`src/hdl/cdws_pkg.sv`:
```
// ----------------------------------------------------------------------------
// cdws_pkg: shared types and constants for the countdown wake scheduler
// Holds the day-number width, configuration register indexes and the
// month offset table used by the civil-date day-number logic.
// ----------------------------------------------------------------------------
package cdws_pkg;

	// Day numbers span roughly -365 .. 6.0e6, so 24 signed bits hold them
	// and the difference of two of them.
	localparam int DN_W = 24;

	// Configuration register indexes.
	localparam int CFG_IDX_W = 3;
	localparam logic [CFG_IDX_W-1:0] CFG_TARGET_YEAR  = 3'd0;
	localparam logic [CFG_IDX_W-1:0] CFG_TARGET_MONTH = 3'd1;
	localparam logic [CFG_IDX_W-1:0] CFG_TARGET_DAY   = 3'd2;
	localparam logic [CFG_IDX_W-1:0] CFG_SYNC_IVAL    = 3'd3;
	localparam logic [CFG_IDX_W-1:0] CFG_RETRY_LIMIT  = 3'd4;
	localparam logic [CFG_IDX_W-1:0] CFG_DAILY_SLEEP  = 3'd5;
	localparam logic [CFG_IDX_W-1:0] CFG_RETRY_SLEEP  = 3'd6;

	localparam int CFG_DATA_W = 18;

	// Reciprocal of 100 in 2^-19 units; exact for every 14-bit year.
	localparam logic [12:0] DIV100_MUL = 13'd5243;
	localparam int DIV100_SHIFT = 19;

	// Days before the first of the month in a March-based year, indexed by
	// the raw month code. January and February (and month zero) belong to
	// the end of the previous year.
	function automatic logic [8:0] month_offset(input logic [3:0] mon);
		logic [8:0] off;
		unique case (mon)
			4'd0:  off = 9'd275;
			4'd1:  off = 9'd306;
			4'd2:  off = 9'd337;
			4'd3:  off = 9'd0;
			4'd4:  off = 9'd31;
			4'd5:  off = 9'd61;
			4'd6:  off = 9'd92;
			4'd7:  off = 9'd122;
			4'd8:  off = 9'd153;
			4'd9:  off = 9'd184;
			4'd10: off = 9'd214;
			4'd11: off = 9'd245;
			4'd12: off = 9'd275;
			4'd13: off = 9'd306;
			4'd14: off = 9'd337;
			4'd15: off = 9'd367;
		endcase
		return off;
	endfunction

endpackage

```
`src/hdl/cdws_day_number.sv`:
```
// ----------------------------------------------------------------------------
// cdws_day_number: civil date to day number
// Combinational day count of a date with January and February moved to the
// end of the previous year. Divisions by 4, 100 and 400 truncate toward zero.
// ----------------------------------------------------------------------------
module cdws_day_number (
	input  logic [13:0]                 year,
	input  logic [3:0]                  month,
	input  logic [4:0]                  day,
	output logic signed [cdws_pkg::DN_W-1:0] day_num
);
	import cdws_pkg::*;

	logic signed [14:0]     y_adj;
	logic [13:0]            y_pos;
	logic [26:0]            prod100;
	logic [7:0]             q100;
	logic [11:0]            q4;
	logic [5:0]             q400;
	logic signed [DN_W-1:0] y_ext;
	logic signed [DN_W-1:0] y365;

	assign y_adj = (month <= 4'd2) ? ($signed({1'b0, year}) - 15'sd1)
	                               : $signed({1'b0, year});

	// The only negative adjusted year is -1, whose quotients all truncate to 0.
	assign y_pos   = y_adj[14] ? 14'd0 : y_adj[13:0];
	assign prod100 = 27'(y_pos) * 27'(DIV100_MUL);
	assign q100    = prod100[DIV100_SHIFT +: 8];
	assign q4      = y_pos[13:2];
	assign q400    = q100[7:2];

	assign y_ext = {{(DN_W-15){y_adj[14]}}, y_adj};
	assign y365  = y_ext * 24'sd365;

	assign day_num = y365
	               + $signed(DN_W'(q4))
	               - $signed(DN_W'(q100))
	               + $signed(DN_W'(q400))
	               + $signed(DN_W'(month_offset(month)))
	               + $signed(DN_W'(day));

endmodule

```
`src/hdl/countdown_wake_sync_scheduler_top.sv`:
```
// ----------------------------------------------------------------------------
// countdown_wake_sync_scheduler_top: countdown wake-up and time sync scheduler
// Input is registered in stage one, today's day number in stage two and the
// result in stage three. Throughput: one transaction per cycle while the output
// is accepted; the three register stages stall as one elastic pipeline, so
// ready drops only when every stage holds an item. The count and state update
// settle in stage three. Reset returns the state to "no baseline" and loads
// the configuration registers with their reset values; no clearing pass.
// ----------------------------------------------------------------------------
module countdown_wake_sync_scheduler_top (
	input  logic                                clk,
	input  logic                                arst_n,

	// Configuration write channel.
	input  logic                                cfg_valid,
	output logic                                cfg_ready,
	input  logic [cdws_pkg::CFG_IDX_W-1:0]      cfg_index,
	input  logic [cdws_pkg::CFG_DATA_W-1:0]     cfg_data,

	// Wake-up input channel.
	input  logic                                in_valid,
	output logic                                in_ready,
	input  logic signed [15:0]                  backup_days,
	input  logic                                sync_ok,
	input  logic                                clock_valid,
	input  logic [13:0]                         now_year,
	input  logic [3:0]                          now_month,
	input  logic [4:0]                          now_day,

	// Result channel.
	output logic                                out_valid,
	input  logic                                out_ready,
	output logic signed [15:0]                  days_left,
	output logic                                sync_attempted,
	output logic                                display_refresh,
	output logic                                show_sync_failed,
	output logic                                save_backup,
	output logic [17:0]                         sleep_seconds
);
	import cdws_pkg::*;

	// ------------------------------------------------------------------
	// Configuration registers. The port never stalls; writes to an index
	// beyond the register list are dropped.
	// ------------------------------------------------------------------
	logic [13:0] target_year_q;
	logic [3:0]  target_month_q;
	logic [4:0]  target_day_q;
	logic [7:0]  sync_ival_q;
	logic [7:0]  retry_limit_q;
	logic [17:0] daily_sleep_q;
	logic [17:0] retry_sleep_q;

	assign cfg_ready = 1'b1;

	always_ff @(posedge clk or negedge arst_n) begin
		if (!arst_n) begin
			target_year_q  <= 14'd2030;
			target_month_q <= 4'd1;
			target_day_q   <= 5'd1;
			sync_ival_q    <= 8'd7;
			retry_limit_q  <= 8'd6;
			daily_sleep_q  <= 18'd86400;
			retry_sleep_q  <= 18'd14400;
		end else if (cfg_valid && cfg_ready) begin
			unique case (cfg_index)
				CFG_TARGET_YEAR:  target_year_q  <= cfg_data[13:0];
				CFG_TARGET_MONTH: target_month_q <= cfg_data[3:0];
				CFG_TARGET_DAY:   target_day_q   <= cfg_data[4:0];
				CFG_SYNC_IVAL:    sync_ival_q    <= cfg_data[7:0];
				CFG_RETRY_LIMIT:  retry_limit_q  <= cfg_data[7:0];
				CFG_DAILY_SLEEP:  daily_sleep_q  <= cfg_data[17:0];
				CFG_RETRY_SLEEP:  retry_sleep_q  <= cfg_data[17:0];
				default: ;
			endcase
		end
	end

	// The target day number depends on configuration alone, so it is kept in a
	// register of its own. It settles in the cycle after a write, which is before
	// any item taken at or after that write reaches the final stage.
	logic signed [DN_W-1:0] target_dn;
	logic signed [DN_W-1:0] target_dn_q;

	cdws_day_number u_target_dn (
		.year    (target_year_q),
		.month   (target_month_q),
		.day     (target_day_q),
		.day_num (target_dn)
	);

	always_ff @(posedge clk) begin
		target_dn_q <= target_dn;
	end

	// ------------------------------------------------------------------
	// Elastic pipeline control. Each stage advances when the next one is
	// empty or moving, so a result waiting at the output does not stop
	// new transactions from being taken until all stages are full.
	// ------------------------------------------------------------------
	logic s1_v_q, s2_v_q, s3_v_q;
	logic s1_rdy, s2_rdy, s3_rdy;

	assign s3_rdy   = !s3_v_q || out_ready;
	assign s2_rdy   = !s2_v_q || s3_rdy;
	assign s1_rdy   = !s1_v_q || s2_rdy;
	assign in_ready = s1_rdy;

	always_ff @(posedge clk or negedge arst_n) begin
		if (!arst_n) begin
			s1_v_q <= 1'b0;
			s2_v_q <= 1'b0;
			s3_v_q <= 1'b0;
		end else begin
			if (s1_rdy) begin
				s1_v_q <= in_valid;
			end
			if (s2_rdy) begin
				s2_v_q <= s1_v_q;
			end
			if (s3_rdy) begin
				s3_v_q <= s2_v_q;
			end
		end
	end

	// ------------------------------------------------------------------
	// Stage one: input register.
	// ------------------------------------------------------------------
	logic signed [15:0] backup_s1;
	logic               ok_s1;
	logic               cv_s1;
	logic [13:0]        year_s1;
	logic [3:0]         month_s1;
	logic [4:0]         day_s1;

	always_ff @(posedge clk) begin
		if (in_valid && in_ready) begin
			backup_s1 <= backup_days;
			ok_s1     <= sync_ok;
			cv_s1     <= clock_valid;
			year_s1   <= now_year;
			month_s1  <= now_month;
			day_s1    <= now_day;
		end
	end

	// ------------------------------------------------------------------
	// Stage two: today's day number.
	// ------------------------------------------------------------------
	logic signed [DN_W-1:0] today_dn;
	logic signed [DN_W-1:0] today_s2;
	logic signed [15:0]     backup_s2;
	logic                   ok_s2;
	logic                   cv_s2;

	cdws_day_number u_today_dn (
		.year    (year_s1),
		.month   (month_s1),
		.day     (day_s1),
		.day_num (today_dn)
	);

	always_ff @(posedge clk) begin
		if (s1_v_q && s2_rdy) begin
			today_s2  <= today_dn;
			backup_s2 <= backup_s1;
			ok_s2     <= ok_s1;
			cv_s2     <= cv_s1;
		end
	end

	// ------------------------------------------------------------------
	// Stage three: count from the clock, mode decision and state update.
	// The scheduler state changes in the same edge that loads the result,
	// so the next item in stage two always sees the updated state.
	// ------------------------------------------------------------------
	logic signed [15:0] days_rem_q;
	logic [7:0]         since_sync_q;
	logic               retry_mode_q;
	logic [7:0]         retry_cnt_q;

	logic signed [DN_W-1:0] diff;
	logic [14:0]            clk_cnt;

	assign diff = target_dn_q - today_s2;

	// A target in the past gives zero; far targets saturate at 32767.
	always_comb begin
		if (diff[DN_W-1]) begin
			clk_cnt = 15'd0;
		end else if (diff > $signed(DN_W'(16'h7FFF))) begin
			clk_cnt = 15'h7FFF;
		end else begin
			clk_cnt = diff[14:0];
		end
	end

	logic signed [15:0] dr_n;
	logic [7:0]         since_n;
	logic               retry_n;
	logic [7:0]         rcnt_n;
	logic               attempted_n;
	logic               refresh_n;
	logic               failed_n;
	logic               save_n;
	logic [17:0]        sleep_n;

	always_comb begin
		logic signed [15:0] cnt;
		logic [7:0]         rcnt_inc;
		logic [7:0]         since_inc;

		cnt         = $signed({1'b0, clk_cnt});
		dr_n        = days_rem_q[15] ? backup_s2 : days_rem_q;
		since_n     = since_sync_q;
		retry_n     = retry_mode_q;
		rcnt_n      = retry_cnt_q;
		attempted_n = 1'b0;
		refresh_n   = 1'b0;
		failed_n    = 1'b0;
		save_n      = 1'b0;
		sleep_n     = daily_sleep_q;
		rcnt_inc    = (retry_cnt_q == 8'hFF) ? retry_cnt_q : retry_cnt_q + 8'd1;
		since_inc   = (since_sync_q == 8'hFF) ? since_sync_q : since_sync_q + 8'd1;

		priority if (retry_mode_q) begin
			// Retry wake: a good sync or the limit ends retrying; else count the miss.
			attempted_n = 1'b1;
			if (ok_s2) begin
				if (cv_s2) begin
					dr_n = cnt;
				end
				retry_n   = 1'b0;
				rcnt_n    = 8'd0;
				since_n   = 8'd1;
				save_n    = 1'b1;
				refresh_n = 1'b1;
			end else if (rcnt_inc >= retry_limit_q) begin
				retry_n = 1'b0;
				rcnt_n  = 8'd0;
				since_n = since_inc;
			end else begin
				rcnt_n  = rcnt_inc;
				sleep_n = retry_sleep_q;
			end
		end else if (dr_n[15]) begin
			// No baseline: a good sync sets it, zero if clock unreadable; a miss retries.
			attempted_n = 1'b1;
			if (ok_s2) begin
				dr_n      = cv_s2 ? cnt : 16'sd0;
				since_n   = 8'd1;
				save_n    = 1'b1;
				refresh_n = 1'b1;
			end else begin
				retry_n = 1'b1;
				rcnt_n  = 8'd1;
				sleep_n = retry_sleep_q;
			end
		end else begin
			// Daily wake: step the count down and resync when the interval is due.
			if (dr_n != 16'sd0) begin
				dr_n = dr_n - 16'sd1;
			end
			since_n = since_inc;
			if (since_inc >= sync_ival_q) begin
				attempted_n = 1'b1;
				if (ok_s2) begin
					if (cv_s2) begin
						dr_n = cnt;
					end
					since_n = 8'd1;
				end else begin
					failed_n = 1'b1;
					retry_n  = 1'b1;
					rcnt_n   = 8'd0;
					sleep_n  = retry_sleep_q;
				end
			end
			save_n    = 1'b1;
			refresh_n = 1'b1;
		end
	end

	logic s3_load;
	assign s3_load = s2_v_q && s3_rdy;

	always_ff @(posedge clk or negedge arst_n) begin
		if (!arst_n) begin
			days_rem_q   <= -16'sd1;
			since_sync_q <= 8'd0;
			retry_mode_q <= 1'b0;
			retry_cnt_q  <= 8'd0;
		end else if (s3_load) begin
			days_rem_q   <= dr_n;
			since_sync_q <= since_n;
			retry_mode_q <= retry_n;
			retry_cnt_q  <= rcnt_n;
		end
	end

	logic signed [15:0] days_left_s3;
	logic               attempted_s3;
	logic               refresh_s3;
	logic               failed_s3;
	logic               save_s3;
	logic [17:0]        sleep_s3;

	always_ff @(posedge clk) begin
		if (s3_load) begin
			days_left_s3 <= dr_n;
			attempted_s3 <= attempted_n;
			refresh_s3   <= refresh_n;
			failed_s3    <= failed_n;
			save_s3      <= save_n;
			sleep_s3     <= sleep_n;
		end
	end

	assign out_valid        = s3_v_q;
	assign days_left        = days_left_s3;
	assign sync_attempted   = attempted_s3;
	assign display_refresh  = refresh_s3;
	assign show_sync_failed = failed_s3;
	assign save_backup      = save_s3;
	assign sleep_seconds    = sleep_s3;

endmodule
```
`config.mk`:
```
export PLATFORM = sky130hd
export DESIGN_NAME = countdown_wake_sync_scheduler_top
export DESIGN_NICKNAME = d
export VERILOG_FILES = /design/src/hdl/cdws_pkg.sv /design/src/hdl/cdws_day_number.sv /design/src/hdl/countdown_wake_sync_scheduler_top.sv
export SDC_FILE = /design/constraint.sdc
export NUM_CORES = 1
export LEC_CHECK = 0
export BUFFER_PORTS_ARGS = -buffer_cell sky130_fd_sc_hd__buf_2
export CELL_PAD_IN_SITES_DETAIL_PLACEMENT = 1
export CELL_PAD_IN_SITES_GLOBAL_PLACEMENT = 2
export CORE_ASPECT_RATIO = 0.5
export CORE_MARGIN = 2
export CORE_UTILIZATION = 40
export DETAILED_ROUTE_END_ITERATION = 10
export GPL_TIMING_DRIVEN = 0
export PLACE_DENSITY_LB_ADDON = 0.1
export SYNTH_ARGS = -nofsm -noshare
export SYNTH_HDL_FRONTEND = slang
export SYNTH_HIERARCHICAL = 1
export SYNTH_SLANG_ARGS = --single-unit
```
`constraint.sdc`:
```
create_clock -name clk -period 36.2 [get_ports clk]
set_input_delay 3.62 -clock clk [delete_from_list [all_inputs] [get_ports clk]]
set_output_delay 3.62 -clock clk [all_outputs]
set_load 0.01 [all_outputs]
```
==> key figures <==
Outcome
  • Status: finished, final reports clean

Layout
  • ANT cells: 0
  • Share of cells above drive strength 1: 11.85%
  • P&R area growth vs syn: 9.260%
  • Nets: 3,960
  • Area of the multi-input gates: 20,400 um^2
  • Commonest non-fill, non-tap cells in the layout: inv_1, ha_1, fa_1
  • FF+latch area: 6913 um^2
  • Commonest non-fill, non-tap cell in the layout: inv_1
  • Fill cell instance count of the final layout: 8,210

Synthesis
  • Cell variety after synth: between 100 and 150
  • Post-synth EDFFs: 120
  • Yosys reg bits: 255
  • Cells after Synth: 2,989
  • Sequential area share after synthesis: 23.10%
  • Largest family of logic cells by synthesized area: adder cells
  • Ys async rst share: 43.53%
  • Yosys Warn Count: 6
  • Post-synthesis mux area share: under 10%
  • Average cell area after synthesis: 10.01 um^2
  • Cell Area, Synth: 29,930 um^2
  • Synth Area in Adders: 39.52%
  • Simple-Gate Fraction of Synth Area: 9.574%
  • Predominant post-synthesis flop cell: edfxtp_1
  • Post-Syn Nets: 3,820
  • Post-synthesis compound-gate area fraction: 9.381%
  • Synth Area in XOR/XNOR: 4.904%

Detailed routing
  • Mean number of vias per cell: 5.051
  • DRT Wirelength: 77,180 um
  • Wirelength per Cell: 18.73 um
  • Pre-Repair DR Iteration Count: 5
  • DR DRC count: 0
  • Post-route ant nets: 0
  • Detailed-route via count: 20,810
  • Initial drt markers: 632

Setup path
  • WS Path Type: reg -> reg
  • Worst path required time: 36,640 ps
  • RR Endpoint: target_dn_q[22]$_DFF_P_
  • Crit path capture type: flip-flop
  • Worst-case reg-to-reg path depth: between 40 and 50
  • Crit path top cell by count: inv_1
  • CP Launch Type: flip-flop
  • Worst R2R Setup Slack: 21,550 ps
  • FF-to-FF Start: target_month_q[3]$_DFFE_PN0P_
  • Worst path max stage delay: 1000 ps
  • CP max-delay cell: xor2_1
  • Max FO, Critical Path: 9
  • Data arrival, critical path: 15,090 ps

Global routing
  • Largest net degree at the start of global routing: 66
  • Grt ovf: 0
  • Vias in the first global route: 23,050
  • First-pass GRT wire length: 126,200 um
  • Initial antenna violation count: 0
  • Gr usage total: 20.76%

STA
  • Worst relative slew slack: about 4.8%
  • Final hold slack: 419.0 ps
  • Worst Max-Slew Pin Slew: approximately 1400 ps
  • Crit path time final: 14,650 ps
  • Hold Vio Cnt, Final: 0
  • Post-Route Setup TNS: 0 ps
  • Crit share post-route: 40.47%
  • Setup Viol. Count Final: 0
  • RSZ-0062 raised after global routing: false
  • Final worst-path setup slack: approximately 22,000 ps
  • Slew Limit Fails: 0
  • Max Fclk: 68.26 MHz
  • Setup Skew: approximately 29 ps

Die
  • Io pins: 108
  • Die area: 77,160 um^2
  • Die height: 197.4 um
  • Die width: 390.8 um
  • Core Region: 73,570 um^2
  • Initial core utilization: 40.68%
  • Site Rows: 70

CTS
  • TritonCTS clock tree: done
  • CTS root buf: clkbuf_16
  • Worst skew pair latency: just under 600 ps
  • Post-CTS Resized: 0
  • Hold_buf cts: 0
  • Clock sink count: between 200 and 300
  • Num CTS Buffers: 26
  • Clk slew on worst S/H paths: 70 ps
  • H-tree depth: 1
  • Postcts setup bufs: 0
  • Clock Tree Buf Depth: 3

Job
  • # Max-Cap Violations: 0

Placed design
  • # port buffers: between 100 and 150
  • Post-placement worst setup slack: 21,050 ps
  • GPL Wtd Cong: 0.8670
  • DPL Wire Length: 64,690 um

Hold path
  • Worst Hold End: backup_s2[7]$_DFFE_PP_
  • Hold Path Class: reg -> reg
  • Hold depth: 0
  • Hold wc startpoint: backup_s1[7]$_DFFE_PP_
## Yosys cell counts, types with 41 or more instances
library cell / instances / area (um^2)
ha_1: 463 / 5793
a21o_1: 44 / 330.3
xnor2_1: 108 / 945.9
a21oi_1: 127 / 635.6
mux2_2: 96 / 1081
edfxtp_1: 120 / 3603
inv_1: 645 / 2421
fa_1: 301 / 6026
dfstp_2: 41 / 1077
dfrtp_1: 70 / 1752
o21ai_0: 78 / 390.4
xor2_1: 49 / 429.2
nor3_1: 57 / 285.3
nor2_1: 146 / 548.0
nand2_1: 130 / 488.0
## how the worst max path moves through the flow
stage	startpoint	end	slack (ps)	depth (start not counted)
detailed placement	target_month_q[3]$_DFFE_PN0P_	target_dn_q[22]$_DFF_P_	21050	47
global placement	target_month_q[3]$_DFFE_PN0P_	target_dn_q[22]$_DFF_P_	21060	47
CTS	target_month_q[3]$_DFFE_PN0P_	target_dn_q[22]$_DFF_P_	20940	47
finish	target_month_q[3]$_DFFE_PN0P_	target_dn_q[22]$_DFF_P_	21550	47
floorplan	target_year_q[9]$_DFFE_PN1P_	target_dn_q[16]$_DFF_P_	23970	46
global route	target_month_q[3]$_DFFE_PN0P_	target_dn_q[22]$_DFF_P_	20420	47
## final cells by class
type	count	share of cell area (%)
Clock inverter	17	0.5433
Tap cell	972	3.719
Clock buffer	31	2.078
Inverter	649	7.450
Buffer	48	0.6773
Timing Repair Buffer	112	2.005
Sequential cell	255	21.14
Multi-Input combinational cell	2037	62.39
## per-stage QoR
step           std cells  utilization (%)  instance area [um^2]
5_1_grt             4121            44.45                 32700
2_1_floorplan       2989                -                 29930
3_3_place_gp        4065            43.04                 31670
6_report            4121            44.45                 32700
3_5_place_dp        4072            43.25                 31820
4_1_cts             4120            44.42                 32680
## metal layers
metal / share of wire [%] / up-vias / wire [um] / global-route usage, %
li1: - / 10210 / - / -
met2: 46 / 209 / 35600 / 34.86
met4: 2.3 / 0 / 1765 / 4.362
met3: 2.8 / 79 / 2134 / 2.542
met1: 49 / 10320 / 37680 / 28.84
met5: 0 / - / 0 / 0
## cell families after synthesis
logic type / Yosys count
xor+xnor: 162
simple gates: 559
compound gates: 426
other cells: 1
mux: 124
flops: 255
fa+ha+maj: 765
buf+inv: 697
## worst max-delay path, delay by kind of cell, from the launching register on
family | cells | cell delay, ps
DFF | 1 | 380
buffers and inverters | 13 | 1140
xor gates and xnor gates | 3 | 1320
AOI/OAI and AO/OA | 13 | 3920
and+or+nand+nor | 5 | 2110
adders and majority gates | 13 | 5620
## sequential cells by signal, summed over array words and instances (netlist names), 4 cells and up
register / flops
backup_s1: 16
backup_s2: 16
daily_sleep_q: 18
day_s1: 5
days_left: 16
days_rem_q: 16
month_s1: 4
retry_cnt_q: 8
retry_limit_q: 8
retry_sleep_q: 18
since_sync_q: 8
sleep_seconds: 18
sync_ival_q: 8
target_day_q: 5
target_dn_q: 24
target_month_q: 4
target_year_q: 14
today_s2: 24
year_s1: 14
Power is left out: the tool's default activity adds up to more than one toggle a clock period on the data nets, which glitch-free logic cannot reach.
